## src/rtl/json_string_unescape_top_macros.svh

```systemverilog
// Assertion helpers for the top-level RTL; clk and rst_n must be in scope.
`ifndef JSON_STRING_UNESCAPE_TOP_MACROS_SVH
`define JSON_STRING_UNESCAPE_TOP_MACROS_SVH

// Property that must hold at every clock edge out of reset.
`define JSU_CHECK(lbl, prop, msg) \
    lbl: assert property (@(posedge clk) disable iff (!rst_n) (prop)) else $error(msg);

// Antecedent at one edge forces the consequent at the next edge.
`define JSU_CHECK_NEXT(lbl, ante, cons, msg) \
    lbl: assert property (@(posedge clk) disable iff (!rst_n) (ante) |=> (cons)) else $error(msg);

`endif

```

## src/rtl/jsu_pkg.sv

```systemverilog
`default_nettype none

package jsu_pkg;

    localparam int MaxRes = 6;
    localparam int ResCntW = $clog2(MaxRes + 1);

    // result kinds (tuser)
    localparam logic [1:0] KIND_BYTE  = 2'd0;
    localparam logic [1:0] KIND_DONE  = 2'd1;
    localparam logic [1:0] KIND_ERROR = 2'd2;

    // error codes
    localparam logic [2:0] ERR_NONE     = 3'd0;
    localparam logic [2:0] ERR_NO_QUOTE = 3'd1;
    localparam logic [2:0] ERR_TRUNC    = 3'd2;
    localparam logic [2:0] ERR_BAD_HEX  = 3'd3;
    localparam logic [2:0] ERR_BAD_ESC  = 3'd4;
    localparam logic [2:0] ERR_UNTERM   = 3'd5;

    typedef enum logic [4:0] {
        MODE_IDLE = 5'b00001,
        MODE_STR  = 5'b00010,
        MODE_ESC  = 5'b00100,
        MODE_HEX  = 5'b01000,
        MODE_DROP = 5'b10000
    } mode_t;

    typedef struct packed {
        mode_t       mode;
        logic [15:0] acc;
        logic [1:0]  cnt;
        logic [9:0]  pend_bits;
        logic        pend_vld;
    } state_t;

    typedef struct packed {
        logic [7:0] data;
        logic [1:0] kind;
        logic [2:0] code;
    } res_entry_t;

    typedef struct packed {
        logic [ResCntW-1:0]          cnt;
        res_entry_t [MaxRes-1:0]     ent;
    } res_list_t;

endpackage

`default_nettype wire

```

## src/rtl/jsu_decode.sv

```systemverilog
`default_nettype none

module jsu_decode
(
    input  var jsu_pkg::state_t    st,
    input  wire logic [7:0]        in_byte,
    input  wire logic              eoi,
    output jsu_pkg::state_t        nxt,
    output jsu_pkg::res_list_t     lst
);

    localparam logic [7:0] CH_QUOTE  = 8'h22;
    localparam logic [7:0] CH_BSLASH = 8'h5C;
    localparam logic [7:0] CH_SLASH  = 8'h2F;
    localparam logic [7:0] CH_0      = 8'h30;
    localparam logic [7:0] CH_9      = 8'h39;
    localparam logic [7:0] CH_UA     = 8'h41;
    localparam logic [7:0] CH_UF     = 8'h46;
    localparam logic [7:0] CH_LA     = 8'h61;
    localparam logic [7:0] CH_LF     = 8'h66;
    localparam logic [7:0] CH_B      = 8'h62;
    localparam logic [7:0] CH_F      = 8'h66;
    localparam logic [7:0] CH_N      = 8'h6E;
    localparam logic [7:0] CH_R      = 8'h72;
    localparam logic [7:0] CH_T      = 8'h74;
    localparam logic [7:0] CH_U      = 8'h75;

    localparam logic [15:0] SurrHiBase = 16'hD800;
    localparam logic [20:0] SuppBase   = 21'h10000;

    typedef struct packed {
        logic       ok;
        logic [3:0] val;
    } hex_t;

    typedef struct packed {
        logic       ok;
        logic [7:0] chr;
    } esc_t;

    function automatic hex_t hex_value(input logic [7:0] b);
        hex_t r;
        r.ok  = 1'b1;
        r.val = b[3:0];
        if ((b >= CH_LA && b <= CH_LF) || (b >= CH_UA && b <= CH_UF))
            r.val = b[3:0] + 4'd9;
        else if (!(b >= CH_0 && b <= CH_9))
        begin
            r.ok  = 1'b0;
            r.val = '0;
        end
        return r;
    endfunction

    function automatic esc_t esc_map(input logic [7:0] b);
        esc_t r;
        r.ok = 1'b1;
        case (b)
            CH_QUOTE:  r.chr = CH_QUOTE;
            CH_BSLASH: r.chr = CH_BSLASH;
            CH_SLASH:  r.chr = CH_SLASH;
            CH_B:      r.chr = 8'h08;
            CH_F:      r.chr = 8'h0C;
            CH_N:      r.chr = 8'h0A;
            CH_R:      r.chr = 8'h0D;
            CH_T:      r.chr = 8'h09;
            default:
            begin
                r.ok  = 1'b0;
                r.chr = '0;
            end
        endcase
        return r;
    endfunction

    function automatic jsu_pkg::res_list_t push(input jsu_pkg::res_list_t l,
                                                input jsu_pkg::res_entry_t e);
        jsu_pkg::res_list_t r;
        r = l;
        if (l.cnt < jsu_pkg::ResCntW'(jsu_pkg::MaxRes))
        begin
            r.ent[l.cnt] = e;
            r.cnt        = l.cnt + 1'b1;
        end
        return r;
    endfunction

    function automatic jsu_pkg::res_entry_t mk_byte(input logic [7:0] b);
        jsu_pkg::res_entry_t e;
        e.data = b;
        e.kind = jsu_pkg::KIND_BYTE;
        e.code = jsu_pkg::ERR_NONE;
        return e;
    endfunction

    // UTF-8 encode one code point into 1..4 entries
    function automatic jsu_pkg::res_list_t push_cp(input jsu_pkg::res_list_t l,
                                                   input logic [20:0] cp);
        jsu_pkg::res_list_t r;
        r = l;
        if (cp < 21'h80)
            r = push(r, mk_byte(cp[7:0]));
        else if (cp < 21'h800)
        begin
            r = push(r, mk_byte({3'b110, cp[10:6]}));
            r = push(r, mk_byte({2'b10, cp[5:0]}));
        end
        else if (cp < SuppBase)
        begin
            r = push(r, mk_byte({4'b1110, cp[15:12]}));
            r = push(r, mk_byte({2'b10, cp[11:6]}));
            r = push(r, mk_byte({2'b10, cp[5:0]}));
        end
        else
        begin
            r = push(r, mk_byte({5'b11110, cp[20:18]}));
            r = push(r, mk_byte({2'b10, cp[17:12]}));
            r = push(r, mk_byte({2'b10, cp[11:6]}));
            r = push(r, mk_byte({2'b10, cp[5:0]}));
        end
        return r;
    endfunction

    function automatic logic [20:0] high_cp(input logic [9:0] bits);
        return {5'd0, SurrHiBase[15:10], bits};
    endfunction

    hex_t                 hex;
    esc_t                 esc;
    logic [15:0]          acc_n;
    logic                 fail_en;
    logic [2:0]           fail_code;
    jsu_pkg::res_entry_t  err_ent;

    always_comb
    begin
        nxt       = st;
        lst       = '0;
        fail_en   = 1'b0;
        fail_code = jsu_pkg::ERR_NONE;
        hex       = hex_value(in_byte);
        esc       = esc_map(in_byte);
        acc_n     = {st.acc[11:0], hex.val};

        case (st.mode)
            jsu_pkg::MODE_STR:
            begin
                if (in_byte == CH_BSLASH)
                begin
                    if (eoi)
                    begin
                        fail_en   = 1'b1;
                        fail_code = jsu_pkg::ERR_TRUNC;
                    end
                    else
                        nxt.mode = jsu_pkg::MODE_ESC;
                end
                else
                begin
                    if (st.pend_vld)
                        lst = push_cp(lst, high_cp(st.pend_bits));
                    nxt.pend_vld  = 1'b0;
                    nxt.pend_bits = '0;
                    if (in_byte == CH_QUOTE)
                    begin
                        lst      = push(lst, '{data: 8'd0, kind: jsu_pkg::KIND_DONE,
                                                code: jsu_pkg::ERR_NONE});
                        nxt.mode = jsu_pkg::MODE_IDLE;
                    end
                    else
                    begin
                        lst = push(lst, mk_byte(in_byte));
                        if (eoi)
                        begin
                            fail_en   = 1'b1;
                            fail_code = jsu_pkg::ERR_UNTERM;
                        end
                    end
                end
            end
            jsu_pkg::MODE_ESC:
            begin
                if (in_byte == CH_U)
                begin
                    nxt.acc = '0;
                    nxt.cnt = '0;
                    if (eoi)
                    begin
                        fail_en   = 1'b1;
                        fail_code = jsu_pkg::ERR_BAD_HEX;
                    end
                    else
                        nxt.mode = jsu_pkg::MODE_HEX;
                end
                else
                begin
                    if (st.pend_vld)
                        lst = push_cp(lst, high_cp(st.pend_bits));
                    nxt.pend_vld  = 1'b0;
                    nxt.pend_bits = '0;
                    if (!esc.ok)
                    begin
                        fail_en   = 1'b1;
                        fail_code = jsu_pkg::ERR_BAD_ESC;
                    end
                    else
                    begin
                        lst      = push(lst, mk_byte(esc.chr));
                        nxt.mode = jsu_pkg::MODE_STR;
                        if (eoi)
                        begin
                            fail_en   = 1'b1;
                            fail_code = jsu_pkg::ERR_UNTERM;
                        end
                    end
                end
            end
            jsu_pkg::MODE_HEX:
            begin
                if (!hex.ok)
                begin
                    fail_en   = 1'b1;
                    fail_code = jsu_pkg::ERR_BAD_HEX;
                end
                else if (st.cnt == 2'd3)
                begin
                    nxt.acc  = acc_n;
                    nxt.cnt  = '0;
                    nxt.mode = jsu_pkg::MODE_STR;
                    if (st.pend_vld)
                    begin
                        // held-back digits guarantee acc_n is a low surrogate
                        lst = push_cp(lst, SuppBase + 21'({st.pend_bits, acc_n[9:0]}));
                        nxt.pend_vld  = 1'b0;
                        nxt.pend_bits = '0;
                    end
                    else if (acc_n[15:10] == SurrHiBase[15:10] && !eoi)
                    begin
                        nxt.pend_bits = acc_n[9:0];
                        nxt.pend_vld  = 1'b1;
                    end
                    else
                        lst = push_cp(lst, {5'd0, acc_n});
                    if (eoi)
                    begin
                        fail_en   = 1'b1;
                        fail_code = jsu_pkg::ERR_UNTERM;
                    end
                end
                else
                begin
                    // release the high surrogate once no low one can follow
                    if (st.pend_vld &&
                        ((st.cnt == 2'd0 && acc_n != 16'h000D) ||
                         (st.cnt == 2'd1 && acc_n < 16'h00DC)))
                    begin
                        lst           = push_cp(lst, high_cp(st.pend_bits));
                        nxt.pend_vld  = 1'b0;
                        nxt.pend_bits = '0;
                    end
                    nxt.acc = acc_n;
                    nxt.cnt = st.cnt + 2'd1;
                    if (eoi)
                    begin
                        fail_en   = 1'b1;
                        fail_code = jsu_pkg::ERR_BAD_HEX;
                    end
                end
            end
            jsu_pkg::MODE_DROP:
            begin
                if (eoi)
                    nxt.mode = jsu_pkg::MODE_IDLE;
            end
            default:
            begin
                nxt.pend_vld  = 1'b0;
                nxt.pend_bits = '0;
                nxt.cnt       = '0;
                nxt.acc       = '0;
                if (in_byte == CH_QUOTE)
                begin
                    if (eoi)
                    begin
                        fail_en   = 1'b1;
                        fail_code = jsu_pkg::ERR_UNTERM;
                    end
                    else
                        nxt.mode = jsu_pkg::MODE_STR;
                end
                else
                begin
                    fail_en   = 1'b1;
                    fail_code = jsu_pkg::ERR_NO_QUOTE;
                end
            end
        endcase

        err_ent.data = 8'd0;
        err_ent.kind = jsu_pkg::KIND_ERROR;
        err_ent.code = fail_code;

        // any surrogate still held goes out ahead of the error
        if (fail_en)
        begin
            if (nxt.pend_vld)
                lst = push_cp(lst, high_cp(nxt.pend_bits));
            lst      = push(lst, err_ent);
            nxt.mode = eoi ? jsu_pkg::MODE_IDLE : jsu_pkg::MODE_DROP;
            nxt.cnt  = '0;
        end

        if (nxt.mode == jsu_pkg::MODE_IDLE || nxt.mode == jsu_pkg::MODE_DROP)
        begin
            nxt.pend_vld  = 1'b0;
            nxt.pend_bits = '0;
        end
    end

endmodule

`default_nettype wire

```

## src/rtl/jsu_res_queue.sv

```systemverilog
`default_nettype none

module jsu_res_queue
(
    input  wire logic                 clk,
    input  wire logic                 rst_n,
    input  wire logic                 load,
    input  var jsu_pkg::res_list_t    lst,
    output logic                      can_load,
    output logic                      out_valid,
    input  wire logic                 out_ready,
    output jsu_pkg::res_entry_t       out_ent,
    output logic                      out_last
);

    localparam int CntW = jsu_pkg::ResCntW;

    jsu_pkg::res_entry_t [jsu_pkg::MaxRes-1:0] ent_reg;
    logic [CntW-1:0] cnt_reg, cnt_next;
    logic [CntW-1:0] idx_reg, idx_next;
    logic            busy;
    logic            pop;

    assign busy      = (idx_reg != cnt_reg);
    assign out_last  = busy && ((idx_reg + 1'b1) == cnt_reg);
    assign pop       = busy && out_ready;
    assign can_load  = !busy || (pop && out_last);
    assign out_valid = busy;
    assign out_ent   = busy ? ent_reg[idx_reg] : '0;

    always_comb
    begin
        cnt_next = cnt_reg;
        idx_next = idx_reg;
        if (load)
        begin
            cnt_next = lst.cnt;
            idx_next = '0;
        end
        else if (pop)
            idx_next = idx_reg + 1'b1;
    end

    always_ff @(posedge clk or negedge rst_n)
    begin
        if (!rst_n)
        begin
            cnt_reg <= '0;
            idx_reg <= '0;
        end
        else
        begin
            cnt_reg <= cnt_next;
            idx_reg <= idx_next;
        end
    end

    always_ff @(posedge clk)
    begin
        if (load)
            ent_reg <= lst.ent;
    end

endmodule

`default_nettype wire

```

## src/rtl/json_string_unescape_top.sv

```systemverilog
// JSON string unescaper.
// Input stream: one raw byte per transaction on s_tdata, s_tlast marks the
// last byte of the buffer. Output stream: one result per transaction;
// m_tuser gives the kind (content byte, string closed, error), m_tdata holds
// the byte and the error code, m_tlast marks the final result of one input byte.
// An input byte lands in an input register and is decoded there into a list of
// 0 to 6 results, which is loaded into the result register once that register
// can take it. The first result of a byte is presented once its list has been
// loaded into the result register.
// Throughput: one byte per cycle while each byte yields at most one result and
// m_tready stays high; a byte yielding N results (UTF-8 sequences, flushed
// surrogates, errors) holds the result register until its N results have left
// through the one-result-per-cycle output port.
// When the receiver stalls, one further byte is taken into the input register,
// then s_tready drops until the pending result list drains.
// Reset (rst_n low, asynchronous) empties both registers and returns the parser
// to idle, waiting for an opening quote.
`default_nettype none
`include "json_string_unescape_top_macros.svh"

module json_string_unescape_top
(
    input  wire logic        clk,
    input  wire logic        rst_n,
    input  wire logic        s_tvalid,
    output logic             s_tready,
    input  wire logic [7:0]  s_tdata,   // [7:0] in_byte
    input  wire logic        s_tlast,
    output logic             m_tvalid,
    input  wire logic        m_tready,
    output logic [15:0]      m_tdata,   // [7:0] out_byte, [10:8] error_code, [15:11] zero
    output logic [1:0]       m_tuser,   // [1:0] result_kind
    output logic             m_tlast
);

    logic                 in_vld_reg, in_vld_next;
    logic [7:0]           in_byte_reg;
    logic                 eoi_reg;
    jsu_pkg::state_t      st_reg;
    jsu_pkg::state_t      st_next;
    jsu_pkg::res_list_t   lst;
    jsu_pkg::res_entry_t  out_ent;
    logic                 q_ready;
    logic                 take;
    logic                 s_hs;
    logic                 in_string;
    logic                 in_hex;
    logic                 nonbyte_data;

    assign take     = in_vld_reg && q_ready;
    assign s_tready = !in_vld_reg || q_ready;
    assign s_hs     = s_tvalid && s_tready;

    always_comb
    begin
        in_vld_next = in_vld_reg;
        if (s_hs)
            in_vld_next = 1'b1;
        else if (take)
            in_vld_next = 1'b0;
    end

    always_ff @(posedge clk or negedge rst_n)
    begin
        if (!rst_n)
        begin
            in_vld_reg         <= 1'b0;
            st_reg.mode        <= jsu_pkg::MODE_IDLE;
            st_reg.acc         <= '0;
            st_reg.cnt         <= '0;
            st_reg.pend_bits   <= '0;
            st_reg.pend_vld    <= 1'b0;
        end
        else
        begin
            in_vld_reg <= in_vld_next;
            if (take)
                st_reg <= st_next;
        end
    end

    always_ff @(posedge clk)
    begin
        if (s_hs)
        begin
            in_byte_reg <= s_tdata;
            eoi_reg     <= s_tlast;
        end
    end

    jsu_decode u_decode
    (
        .st      (st_reg),
        .in_byte (in_byte_reg),
        .eoi     (eoi_reg),
        .nxt     (st_next),
        .lst     (lst)
    );

    jsu_res_queue u_queue
    (
        .clk       (clk),
        .rst_n     (rst_n),
        .load      (take),
        .lst       (lst),
        .can_load  (q_ready),
        .out_valid (m_tvalid),
        .out_ready (m_tready),
        .out_ent   (out_ent),
        .out_last  (m_tlast)
    );

    assign m_tdata = {5'd0, out_ent.code, out_ent.data};
    assign m_tuser = out_ent.kind;

    assign in_string    = st_reg.mode == jsu_pkg::MODE_STR || st_reg.mode == jsu_pkg::MODE_ESC ||
                          st_reg.mode == jsu_pkg::MODE_HEX;
    assign in_hex       = st_reg.mode == jsu_pkg::MODE_HEX;
    assign nonbyte_data = m_tvalid && m_tuser != jsu_pkg::KIND_BYTE && m_tdata[7:0] != 8'd0;

    `JSU_CHECK(a_pend_in_string, !st_reg.pend_vld || in_string, "surrogate held outside string")
    `JSU_CHECK(a_hex_cnt_mode, st_reg.cnt == 2'd0 || in_hex, "hex count outside hex escape")
    `JSU_CHECK(a_nonbyte_zero, !nonbyte_data, "non-byte result carries data")
    `JSU_CHECK_NEXT(a_inreg_drains, take && !s_hs, !in_vld_reg, "input register kept after load")

endmodule

`default_nettype wire
```

## config.mk

```make
export PLATFORM = sky130hd
export DESIGN_NAME = json_string_unescape_top
export DESIGN_NICKNAME = d
export VERILOG_FILES = /design/src/rtl/jsu_pkg.sv /design/src/rtl/jsu_decode.sv /design/src/rtl/jsu_res_queue.sv /design/src/rtl/json_string_unescape_top.sv
export VERILOG_INCLUDE_DIRS = /design/src /design/src/rtl
export SDC_FILE = /design/constraint.sdc
export NUM_CORES = 1
export LEC_CHECK = 0
export ABC_AREA = 1
export ABC_CLOCK_PERIOD_IN_PS = 11900
export BUFFER_PORTS_ARGS = -buffer_cell sky130_fd_sc_hd__buf_2
export CORE_ASPECT_RATIO = 1.1
export CORE_MARGIN = 1.5
export CORE_UTILIZATION = 55
export CTS_CLUSTER_DIAMETER = 200
export CTS_CLUSTER_SIZE = 16
export DETAILED_ROUTE_END_ITERATION = 6
export PLACE_DENSITY = 0.82
export SETUP_SLACK_MARGIN = 0.3
export SYNTH_ARGS = -nofsm -noshare
export SYNTH_HDL_FRONTEND = slang
export SYNTH_SLANG_ARGS = --single-unit
```

## constraint.sdc

```tcl
create_clock -name clk -period 11.9 [get_ports clk]
set_input_delay 3.57 -clock clk [delete_from_list [all_inputs] [get_ports clk]]
set_output_delay 3.57 -clock clk [all_outputs]
set_load 0.03 [all_outputs]
```

* Yosys cells after proc, flatten, opt, wreduce, memory -nomap -nowiden *
Index checks and enable logic that the tools add are counted.

storage, ports and cells
  register bits after elaboration = 124
  input bits = 13
  output and inout bits = 21
  word-level logic and storage cells = 502

cells by class
  $add $sub $neg = 25
  order comparisons = 76
  equal/unequal tests = 26
  mux-type cells = 292
  bitwise logic cells = 7
  reductions and logical operators = 48

operator list
  operator                                                                       number
  81-bit two-way mux                                                             87
  78-bit bitwise mux                                                             20
  13-bit two-way mux                                                             67
  13-bit demux with 3-bit select                                                 21
  81-bit one-hot mux with 3 select lines                                         1
  3-bit two-way mux                                                              53
  3-bit by 4-bit less-than comparator with 1-bit output (second input constant)  22
  72-bit bitwise AND                                                             1
  72-bit inverter                                                                1
  3-bit by 1-bit adder with 3-bit output (second input constant)                 22
  11-bit two-way mux                                                             6
  5-bit two-way mux                                                              13
  3-bit by 1-bit >= comparator with 1-bit output (second input constant)         21
  3-bit less-than comparator (second input constant)                             21
  8-bit by 7-bit equality test with 1-bit output (second input constant)         7
  7-bit one-hot mux with 8 select lines                                          1
  11-bit one-hot mux with 4 select lines                                         1
  42-bit bitwise AND                                                             1
  42-bit inverter                                                                1
  14-bit one-hot mux with 3 select lines                                         1
  13-bit binary-select mux with 3-bit select                                     1
  36-bit bitwise OR                                                              1
  34-bit two-way mux                                                             1
  1-bit logical AND                                                              33
  42 further kinds                                                               70

* Logic depth before layout (Yosys ltp) *
Gate-level depths: netlist of run 1.

  word-level depth = 84
  mapped depth = 37

* Hierarchy *
Synthesis of run 1 repeated with hierarchy kept, for this count alone.

second synthesis, totals
  cells, all modules = 1471
  area total of the unflattened synthesis = 10487.6 sq um

modules (own cells, without submodules)
  module                    instances  cells each  area an instance (sq um)
  jsu_decode                1          1019        5208.7
  jsu_res_queue             1          282         3497.1
  json_string_unescape_top  1          170         1781.7

* Worst setup path before layout of run 1 *
OpenSTA, ideal clock, no wires.

  kind = input port to output port
  start point = in m_tready
  end point = out s_tready
  arrival time = 3.994 ns
  required time = 8.330 ns
  slack = 4.336 ns
  cell stages on the path = 4
  cells stage by stage = nand2_1 > nand2_1 > inv_1 > nand2_1

on the way
  cells in the longest elaborated chain, start to end = 4

ends and longest elaborated chain
  item                RTL line                        text
  start: declaration  json_string_unescape_top.sv:30  input wire logic m_tready,
  1-bit logical AND   jsu_res_queue.sv:26             assign pop = busy && out_ready;
  1-bit logical AND   jsu_res_queue.sv:27             assign can_load = !busy || (pop && out_last);
  1-bit logical OR    jsu_res_queue.sv:27
  1-bit logical OR    json_string_unescape_top.sv:51  assign s_tready = !in_vld_reg || q_ready;
  end: declaration    json_string_unescape_top.sv:26  output logic s_tready,

No other way between the ends.

* Worst setup path after layout of run 1 *
Ends and elaborated chain as after synthesis.

==> results.sh, run 1 <==
export IMPL_hold_depth=2
export IMPL_wl_per_cell_um=20.4
export IMPL_hp_class="reg -> reg"
export IMPL_cts_buffers_inserted=17
export IMPL_fmax_ghz=0.129
export IMPL_io_pins=34
export IMPL_cts_sinks=120
export IMPL_ff2ff_setup_slack_ns=6.69
export IMPL_synth_simple_gate_area_share=0.279
export IMPL_viasPerCell=6.35
export IMPL_fin_crit_sh=0.649
export IMPL_min_period_ns=7.73
export IMPL_start_util=0.570
export IMPL_drive_gt1_frac=0.124
export IMPL_status="finished, final reports clean"
export IMPL_rsz0062_at_grt="no"
export IMPL_endpoint_kind="primary output"
export IMPL_synth_area_mux_share=0
export IMPL_cp_top_family="buffers and inverters"
export IMPL_slowest_delay_ns=0.18
export IMPL_synth_compound_area_frac=0.213
export IMPL_root_buffer="clkbuf_16"
export IMPL_cts_max_level=4
export IMPL_area_delta_synth_final_pct=9.74
export IMPL_synthArstFlopShare=0.308
export IMPL_cts_resized_gates=0
export IMPL_antenna_found_initial=0
export IMPL_critPathMaxFanout=3
export IMPL_crit_top_cell="nand2_1"
export IMPL_design_area_um2=9910
export IMPL_first_pass_iters=6
export IMPL_hpwl_um=21600
export IMPL_setup_viol=0
export IMPL_yosys_most_used_dff="edfxtp_1"
export IMPL_slowest_stage="buf_2"
export IMPL_synth_xor_area_frac=0.0108
export IMPL_max_slew_worst_pin_slew_ns=1.11
export IMPL_clock_latency_ns=0.43
export IMPL_yosysWarningCount=0
export IMPL_num_antenna_cells=0
export IMPL_ys_top_cells_by_area="edfxtp_1 28%, dfrtp_1 10%, nand2_1 9.6%"
export IMPL_dp_cells=1420
export IMPL_yosys_area_top_type_share=0.276
export IMPL_r2r_start="in_byte_reg[0]"
export IMPL_ys_seq_area_frac=0.378
export IMPL_yosysUniqueCellTypes=60
export IMPL_r2r_cells=29
export IMPL_slew_headroom=0.249
export IMPL_p_leak_uw=0.00428
export IMPL_synth_top_family_by_area="simple AND/OR/NAND/NOR gates"
export IMPL_maxCapViolCount=0
export IMPL_path_buf_inv=3
export IMPL_fin_nets=1268
export IMPL_hold_buffers=0
export IMPL_fin_cells=1452
export IMPL_grt_use_total=0.347
export IMPL_grt_max_degree=66
export IMPL_worstPathRequired_ns=8.33
export IMPL_synth_cell_area_um2=9030
export IMPL_start_kind="input pin"
export IMPL_row_count=48
export IMPL_r2r_end="u_queue.ent_reg[45]"
export IMPL_worstHoldStart="u_queue.cnt_reg[0]"
export IMPL_clk_transition_reported_paths_ns=0.06
export IMPL_die_y_um=137
export IMPL_regArea_um2=3420
export IMPL_fillers=1425
export IMPL_worst_clock_skew_ns=0.00990
export IMPL_io_buffer_count=28
export IMPL_route_detailed_drc=0
export IMPL_die_w_um=125
export IMPL_synth_top_cell_by_area="edfxtp_1"
export IMPL_synth_seq_cells=120
export IMPL_power_density_nw_per_um2=250
export IMPL_report_final_slew_viol_count=0
export IMPL_synth_edff_count=83
export IMPL_fp_coreArea_um2=15900
export IMPL_final_common_cell="nand2_1"
export IMPL_multi_input_area_um2=4790
export IMPL_grt_pass1_wl_um=46400
export IMPL_synth_adder_area_share=0.0222
export IMPL_drtIter0Drc=1113
export IMPL_final_cell_mix="232 x nand2_1, 144 x inv_1, 130 x nor2_1"
export IMPL_placed_cell_area_um2=9310
export IMPL_overflow=0
export IMPL_place_gp_congestion=1.04
export IMPL_grt_pass1_vias=8599
export IMPL_cts_tree="done"
export IMPL_hold_viol_final=0
export IMPL_fin_tns_setup_ns=0
export IMPL_crit_type="in -> out"
export IMPL_path_cells="buf_2, nand2_1, nand2_1, inv_1, nand2_1, buf_2"
export IMPL_dr_total_vias=9216
export IMPL_clockBufferDepth=2
export IMPL_ant_nets=0
export IMPL_dieArea_um2=17200
export IMPL_post_cts_buffers=0
export IMPL_largest_reg_flops=74
export IMPL_whs_endpoint="u_queue.cnt_reg[0]"
export IMPL_totalWireLength_um=29700
export IMPL_syn_inst=1224
export IMPL_vdd_drop_max_mv=0.157
export IMPL_arrival_ns=4.16
export IMPL_syn_mean_instance_area_um2=7.38
-- logic make-up (layout without fill, tap and decap cells) --
| group | count (synthesis) | count (layout) |
|---|---|---|
| simple gates | 537 | 537 |
| flops | 120 | 120 |
| compound gates | 319 | 319 |
| other cells | 1 | 12 |
| fa+ha+maj | 16 | 16 |
| xor+xnor | 9 | 9 |
| buf+inv | 222 | 239 |
-- power by group --
part | internal (µW) | leakage [µW] | switching, µW
logic | 303 | 0.00271 | 897
clock network | 317 | 0.000293 | 221
registers | 652 | 0.00128 | 89.7
-- cells in the mapped netlist (all sizes together), types with 5 or more instances --
library cell	instances
a221oi	8
clkinv	5
xnor2	5
a22oi	7
inv	166
nand3	76
o22ai	51
a31oi	5
dfrtp	36
o21a	5
a21oi	48
o221ai	11
nand4	19
nand2	262
clkbuf	33
ha	16
nor2	145
o31ai	17
o2111ai	5
edfxtp	83
buf	18
o211ai	13
o21ai	134
nor3	23
-- final cells by class --
class | instances | area share
clock buffer | 17 | 0.0429
clock inverter | 15 | 0.0183
inverter | 171 | 0.0650
multi-input combinational | 893 | 0.483
sequential | 120 | 0.345
tap | 200 | 0.0252
timing repair buffer | 36 | 0.0202
-- metal layers --
layer,global-route usage,wire length (µm),share of wire,vias to the layer above
li1,-,-,-,4235
met4,0.168,1440,0.048,0
met1,0.425,11400,0.38,4282
met3,0.0680,2690,0.091,112
met5,0,0,0,-
met2,0.592,14100,0.48,587
-- worst max path at each step --
stage                     depth (start not counted)  slack (ns)     start  endpoint
after detailed placement                          6        4.17  m_tready  s_tready
after floorplan                                   4        4.34  m_tready  s_tready
final                                             6        4.17  m_tready  s_tready
after global placement                            6        4.17  m_tready  s_tready
after CTS                                         6        4.17  m_tready  s_tready
after global routing                              6        4.13  m_tready  s_tready
-- metrics by stage --
stage,hold WS [ns],setup WS [ns],total power [µW],utilization
floorplan,0.469,4.34,1600,-
global placement,0.488,4.17,1910,0.587
detailed placement,0.496,4.17,1920,0.587
CTS,0.513,4.17,2460,0.625
global route,0.536,4.13,2620,0.625
finish,0.508,4.17,2480,0.625
-- worst min-delay path, stage by stage (launching register included) --
cell and delay [ns]:
dfrtp_1 0.36, nand2_1 0.06, nand2_1 0.06
Note: power is estimated with default switching activity, not from simulation.
==> run 2, diff against run 1 <==
--- a/config.mk
+++ b/config.mk
@@ -7,7 +7,7 @@
 export NUM_CORES = 1
 export LEC_CHECK = 0
 export ABC_AREA = 1
-export ABC_CLOCK_PERIOD_IN_PS = 11900
+export ABC_CLOCK_PERIOD_IN_PS = 7650
 export BUFFER_PORTS_ARGS = -buffer_cell sky130_fd_sc_hd__buf_2
 export CORE_ASPECT_RATIO = 1.1
 export CORE_MARGIN = 1.5
==> constraint.sdc (replaced) <==
create_clock -name clk -period 7.65 [get_ports clk]
set_input_delay 2.295 -clock clk [delete_from_list [all_inputs] [get_ports clk]]
set_output_delay 2.295 -clock clk [all_outputs]
set_load 0.03 [all_outputs]
==> results.sh, run 2 (same netlist as run 1, synthesis figures left out) <==
export IMPL_status="finished, final reports clean"
export IMPL_first_pass_iters=6
export IMPL_r2r_start="st_reg[7]"
export IMPL_hold_viol_final=0
export IMPL_clock_latency_ns=0.43
export IMPL_drive_gt1_frac=0.122
export IMPL_cts_sinks=120
export IMPL_root_buffer="clkbuf_16"
export IMPL_final_cell_mix="232 x nand2_1, 144 x inv_1, 130 x nor2_1"
export IMPL_endpoint_kind="primary output"
export IMPL_min_period_ns=5.31
export IMPL_worst_clock_skew_ns=0.0114
export IMPL_die_y_um=137
export IMPL_slew_headroom=0.173
export IMPL_fin_tns_setup_ns=0
export IMPL_report_final_slew_viol_count=0
export IMPL_p_sw_frac=0.488
export IMPL_fillers=1450
export IMPL_largest_reg_flops=74
export IMPL_rsz0062_at_grt="no"
export IMPL_fp_coreArea_um2=15900
export IMPL_hp_class="reg -> reg"
export IMPL_grt_pass1_vias=8503
export IMPL_cts_resized_gates=0
export IMPL_maxCapViolCount=0
export IMPL_io_buffer_count=28
export IMPL_fmax_ghz=0.188
export IMPL_fin_nets=1265
export IMPL_crit_type="reg -> out"
export IMPL_clockBufferDepth=2
export IMPL_overflow=0
export IMPL_r2r_end="u_queue.ent_reg[8]"
export IMPL_ant_nets=0
export IMPL_cts_tree="done"
export IMPL_whs_endpoint="u_queue.cnt_reg[0]"
export IMPL_io_pins=34
export IMPL_start_util=0.570
export IMPL_multi_input_area_um2=4790
export IMPL_setup_viol=0
export IMPL_hold_buffers=0
export IMPL_regArea_um2=3420
export IMPL_power_density_nw_per_um2=391
export IMPL_grt_max_degree=65
export IMPL_arrival_ns=3.01
export IMPL_max_slew_worst_pin_slew_ns=1.23
export IMPL_row_count=48
export IMPL_pwr_share_seq=0.298
export IMPL_area_delta_synth_final_pct=9.46
export IMPL_viasPerCell=6.29
export IMPL_worstHoldStart="u_queue.cnt_reg[0]"
export IMPL_hpwl_um=21300
export IMPL_ff2ff_setup_slack_ns=2.52
export IMPL_num_antenna_cells=0
export IMPL_route_detailed_drc=0
export IMPL_start_kind="flip-flop"
export IMPL_p_leak_uw=0.00427
export IMPL_r2r_cells=28
export IMPL_vdd_drop_max_mv=0.268
export IMPL_netSwitchingPower_uw=1890
export IMPL_cts_buffers_inserted=17
export IMPL_place_gp_congestion=1.03
export IMPL_final_common_cell="nand2_1"
export IMPL_dieArea_um2=17200
export IMPL_critPathMaxFanout=40
export IMPL_fin_crit_sh=0.694
export IMPL_drtIter0Drc=1182
export IMPL_grt_use_total=0.345
export IMPL_clk_transition_reported_paths_ns=0.07
export IMPL_clkPwrFrac=0.217
export IMPL_dr_total_vias=9109
export IMPL_dp_cells=1417
export IMPL_hold_depth=2
export IMPL_grt_pass1_wl_um=45900
export IMPL_fin_cells=1449
export IMPL_worstPathRequired_ns=5.36
export IMPL_wl_per_cell_um=20.1
export IMPL_antenna_found_initial=0
export IMPL_die_w_um=125
export IMPL_cts_max_level=4
export IMPL_post_cts_buffers=0
export IMPL_combPwrFrac=0.485
export IMPL_p_int_uw=1980
export IMPL_totalWireLength_um=29100
==> run 2: per-stage QoR <==
| stage | instance area, µm² | hold WS, ns | total power [µW] | setup slack, ns | utilization |
|---|---|---|---|---|---|
| 6_report | 9890 | 0.517 | 3860 | 2.34 | 0.624 |
| 5_1_grt | 9890 | 0.543 | 4090 | 2.18 | 0.624 |
| 4_1_cts | 9890 | 0.524 | 3840 | 2.40 | 0.624 |
| 3_5_place_dp | 9290 | 0.495 | 3000 | 2.47 | 0.586 |
| 3_3_place_gp | 9290 | 0.488 | 2980 | 2.47 | 0.586 |
| 2_1_floorplan | 9080 | 0.469 | 2490 | 2.22 | - |
==> run 2: final cells by class <==
type,instances,area share
Timing Repair Buffer,33,0.0180
Clock inverter,15,0.0181
Clock buffer,17,0.0430
Multi-Input combinational cell,893,0.485
Sequential cell,120,0.346
Inverter,171,0.0652
Tap cell,200,0.0253
==> run 2: power groups by stage <==
| stage | sequential, µW | combinational [µW] | clock [µW] |
|---|---|---|---|
| 4_1_cts | 1150 | 1850 | 835 |
| 2_1_floorplan | 1120 | 1370 | 0 |
| 3_5_place_dp | 1160 | 1850 | 0 |
| 5_1_grt | 1170 | 2060 | 864 |
| 6_report | 1150 | 1880 | 837 |
| 3_3_place_gp | 1150 | 1830 | 0 |
==> run 2: layer usage <==
metal  wire (µm)  vias up  track usage
met2       13600      558        0.578
li1            -     4234            -
met1       11400     4191        0.431
met3        2620      126       0.0652
met5           0        -            0
met4        1410        0        0.169
==> run 2: worst max-delay path by stage <==
stage                            start                 end  slack [ns]  depth (start not counted)
floorplan                     m_tready  u_queue.ent_reg[0]        2.22                          5
global placement              m_tready            s_tready        2.47                          6
detailed placement            m_tready            s_tready        2.47                          6
CTS                 u_queue.idx_reg[0]          m_tdata[2]        2.40                          7
global route        u_queue.idx_reg[0]          m_tdata[2]        2.18                          7
finish              u_queue.idx_reg[0]          m_tdata[2]        2.34                          7
==> run 2: worst max-delay path, stage by stage, from the launching register on <==
cell,delay (ns)
dfrtp_1,0.36
buf_4,0.26
inv_1,0.90
o21ai_0,0.33
o22ai_1,0.29
nand2_1,0.09
o31ai_1,0.09
buf_2,0.24
==> run 3, diff against run 2 <==
--- a/config.mk
+++ b/config.mk
@@ -7,7 +7,7 @@
 export NUM_CORES = 1
 export LEC_CHECK = 0
 export ABC_AREA = 1
-export ABC_CLOCK_PERIOD_IN_PS = 7650
+export ABC_CLOCK_PERIOD_IN_PS = 5200
 export BUFFER_PORTS_ARGS = -buffer_cell sky130_fd_sc_hd__buf_2
 export CORE_ASPECT_RATIO = 1.1
 export CORE_MARGIN = 1.5
==> constraint.sdc (replaced) <==
create_clock -name clk -period 5.2 [get_ports clk]
set_input_delay 1.56 -clock clk [delete_from_list [all_inputs] [get_ports clk]]
set_output_delay 1.56 -clock clk [all_outputs]
set_load 0.03 [all_outputs]
==> results.sh, run 3 (same netlist as run 1, synthesis figures left out) <==
export IMPL_status="finished, final reports clean"
export IMPL_cp_top_family="simple AND/OR/NAND/NOR gates"
export IMPL_viasPerCell=6.30
export IMPL_setup_viol=0
export IMPL_critPathMaxFanout=10
export IMPL_final_core_util=0.637
export IMPL_pwr_share_seq=0.292
export IMPL_overflow=0
export IMPL_grt_max_degree=74
export IMPL_fin_cells=1474
export IMPL_hold_buffers=0
export IMPL_hp_class="reg -> reg"
export IMPL_grt_pass1_vias=8470
export IMPL_hold_worst_slack_ns=0.533
export IMPL_io_buffer_count=28
export IMPL_p_int_uw=2950
export IMPL_power_density_nw_per_um2=571
export IMPL_cts_buffers_inserted=17
export IMPL_largest_reg_flops=74
export IMPL_hold_viol_final=0
export IMPL_arrival_ns=4.78
export IMPL_final_common_cell="nand2_1"
export IMPL_die_w_um=125
export IMPL_netSwitchingPower_uw=2820
export IMPL_path_buf_inv=5
export IMPL_clockBufferDepth=2
export IMPL_slew_headroom=0.275
export IMPL_slowest_stage="edfxtp_1"
export IMPL_dr_total_vias=9290
export IMPL_max_slew_worst_pin_slew_ns=1.08
export IMPL_drive_gt1_frac=0.144
export IMPL_rsz0062_at_grt="yes"
export IMPL_start_util=0.570
export IMPL_fin_crit_sh=0.885
export IMPL_hpwl_um=22100
export IMPL_io_pins=34
export IMPL_worstPathRequired_ns=5.37
export IMPL_antenna_found_initial=0
export IMPL_final_cell_mix="231 x nand2_1, 141 x inv_1, 129 x nor2_1"
export IMPL_num_antenna_cells=0
export IMPL_dp_cells=1432
export IMPL_regArea_um2=3420
export IMPL_multi_input_area_um2=4830
export IMPL_die_y_um=137
export IMPL_drtIter0Drc=1332
export IMPL_route_detailed_drc=0
export IMPL_crit_top_cell="nand2_1"
export IMPL_worst_clock_skew_ns=0.0130
export IMPL_slowest_delay_ns=0.48
export IMPL_clk_transition_reported_paths_ns=0.06
export IMPL_first_pass_iters=6
export IMPL_area_delta_synth_final_pct=11.8
export IMPL_endpoint_kind="flip-flop"
export IMPL_fin_tns_setup_ns=0
export IMPL_cts_sinks=120
export IMPL_vdd_drop_max_mv=0.335
export IMPL_totalWireLength_um=29800
export IMPL_fp_coreArea_um2=15900
export IMPL_clkPwrFrac=0.208
export IMPL_fmax_ghz=0.217
export IMPL_wl_per_cell_um=20.2
export IMPL_min_period_ns=4.60
export IMPL_maxCapViolCount=0
export IMPL_start_kind="flip-flop"
export IMPL_fin_nets=1290
export IMPL_grt_use_total=0.346
export IMPL_clock_latency_ns=0.43
export IMPL_cts_tree="done"
export IMPL_fillers=1405
export IMPL_ant_nets=0
export IMPL_report_final_slew_viol_count=0
export IMPL_place_gp_congestion=1.07
export IMPL_grt_pass1_wl_um=46000
export IMPL_root_buffer="clkbuf_16"
export IMPL_row_count=48
export IMPL_dieArea_um2=17200
export IMPL_cts_max_level=4
export IMPL_crit_type="reg -> reg"
export IMPL_combPwrFrac=0.500
export IMPL_p_leak_uw=0.00439
export IMPL_p_sw_frac=0.489
[run 3: power by group through the flow]
stage / registers (µW) / logic [µW] / clock network, µW
after floorplan: 1640 / 2020 / 0
after global placement: 1690 / 2770 / 0
after detailed placement: 1690 / 2790 / 0
after CTS: 1680 / 2820 / 1200
after global routing: 1710 / 3110 / 1240
final: 1680 / 2880 / 1200
[run 3: stage by stage]
stage	power [µW]	area, µm²	setup slack [ns]
final	5770	10100	0.597
after global routing	6070	10100	0.282
after CTS	5690	9990	0.466
after detailed placement	4480	9400	0.485
after global placement	4450	9400	0.644
after floorplan	3660	9080	0.368
[run 3: path summary, 6_finish.rpt]
path / startpoint / slack [ns] / to / depth (start not counted)
worst max-delay path: in_byte_reg[1] / 0.60 / u_queue.ent_reg[21] / 30
worst min-delay path: u_queue.cnt_reg[0] / 0.53 / u_queue.cnt_reg[0] / 2
worst max register to register: in_byte_reg[1] / 0.60 / u_queue.ent_reg[21] / 30
worst min register to register: u_queue.cnt_reg[0] / 0.53 / u_queue.cnt_reg[0] / 2
max in group asynchronous: rst_n / 3.33 / st_reg[13] / 1
min in group asynchronous: rst_n / 1.27 / st_reg[10] / 1
[run 3: repair_timing]
action | in CTS | in global routing
setup buffers | 0 | 10
resized for setup | 0 | 11
endpoints found under the setup margin | 0 | 55
[run 3: cell type report]
cell class | count | share of cell area
repair buffers | 58 | 0.0362
inverters | 171 | 0.0642
flip-flops and latches | 120 | 0.338
multi-input cells | 893 | 0.478
clock buffers | 17 | 0.0421
well taps | 200 | 0.0248
clock inverters | 15 | 0.0166
[run 3: routing by layer]
layer	vias up	GRT usage	share of wire
met2	609	0.575	0.47
li1	4286	-	-
met3	146	0.0610	0.093
met5	-	0	0
met4	0	0.204	0.058
met1	4249	0.426	0.38
[run 3: tightest hold or removal path: cells and delay by family, from the launching register on]
family	cells	cell delay, ns
simple gates	2	0.12
flops	1	0.37
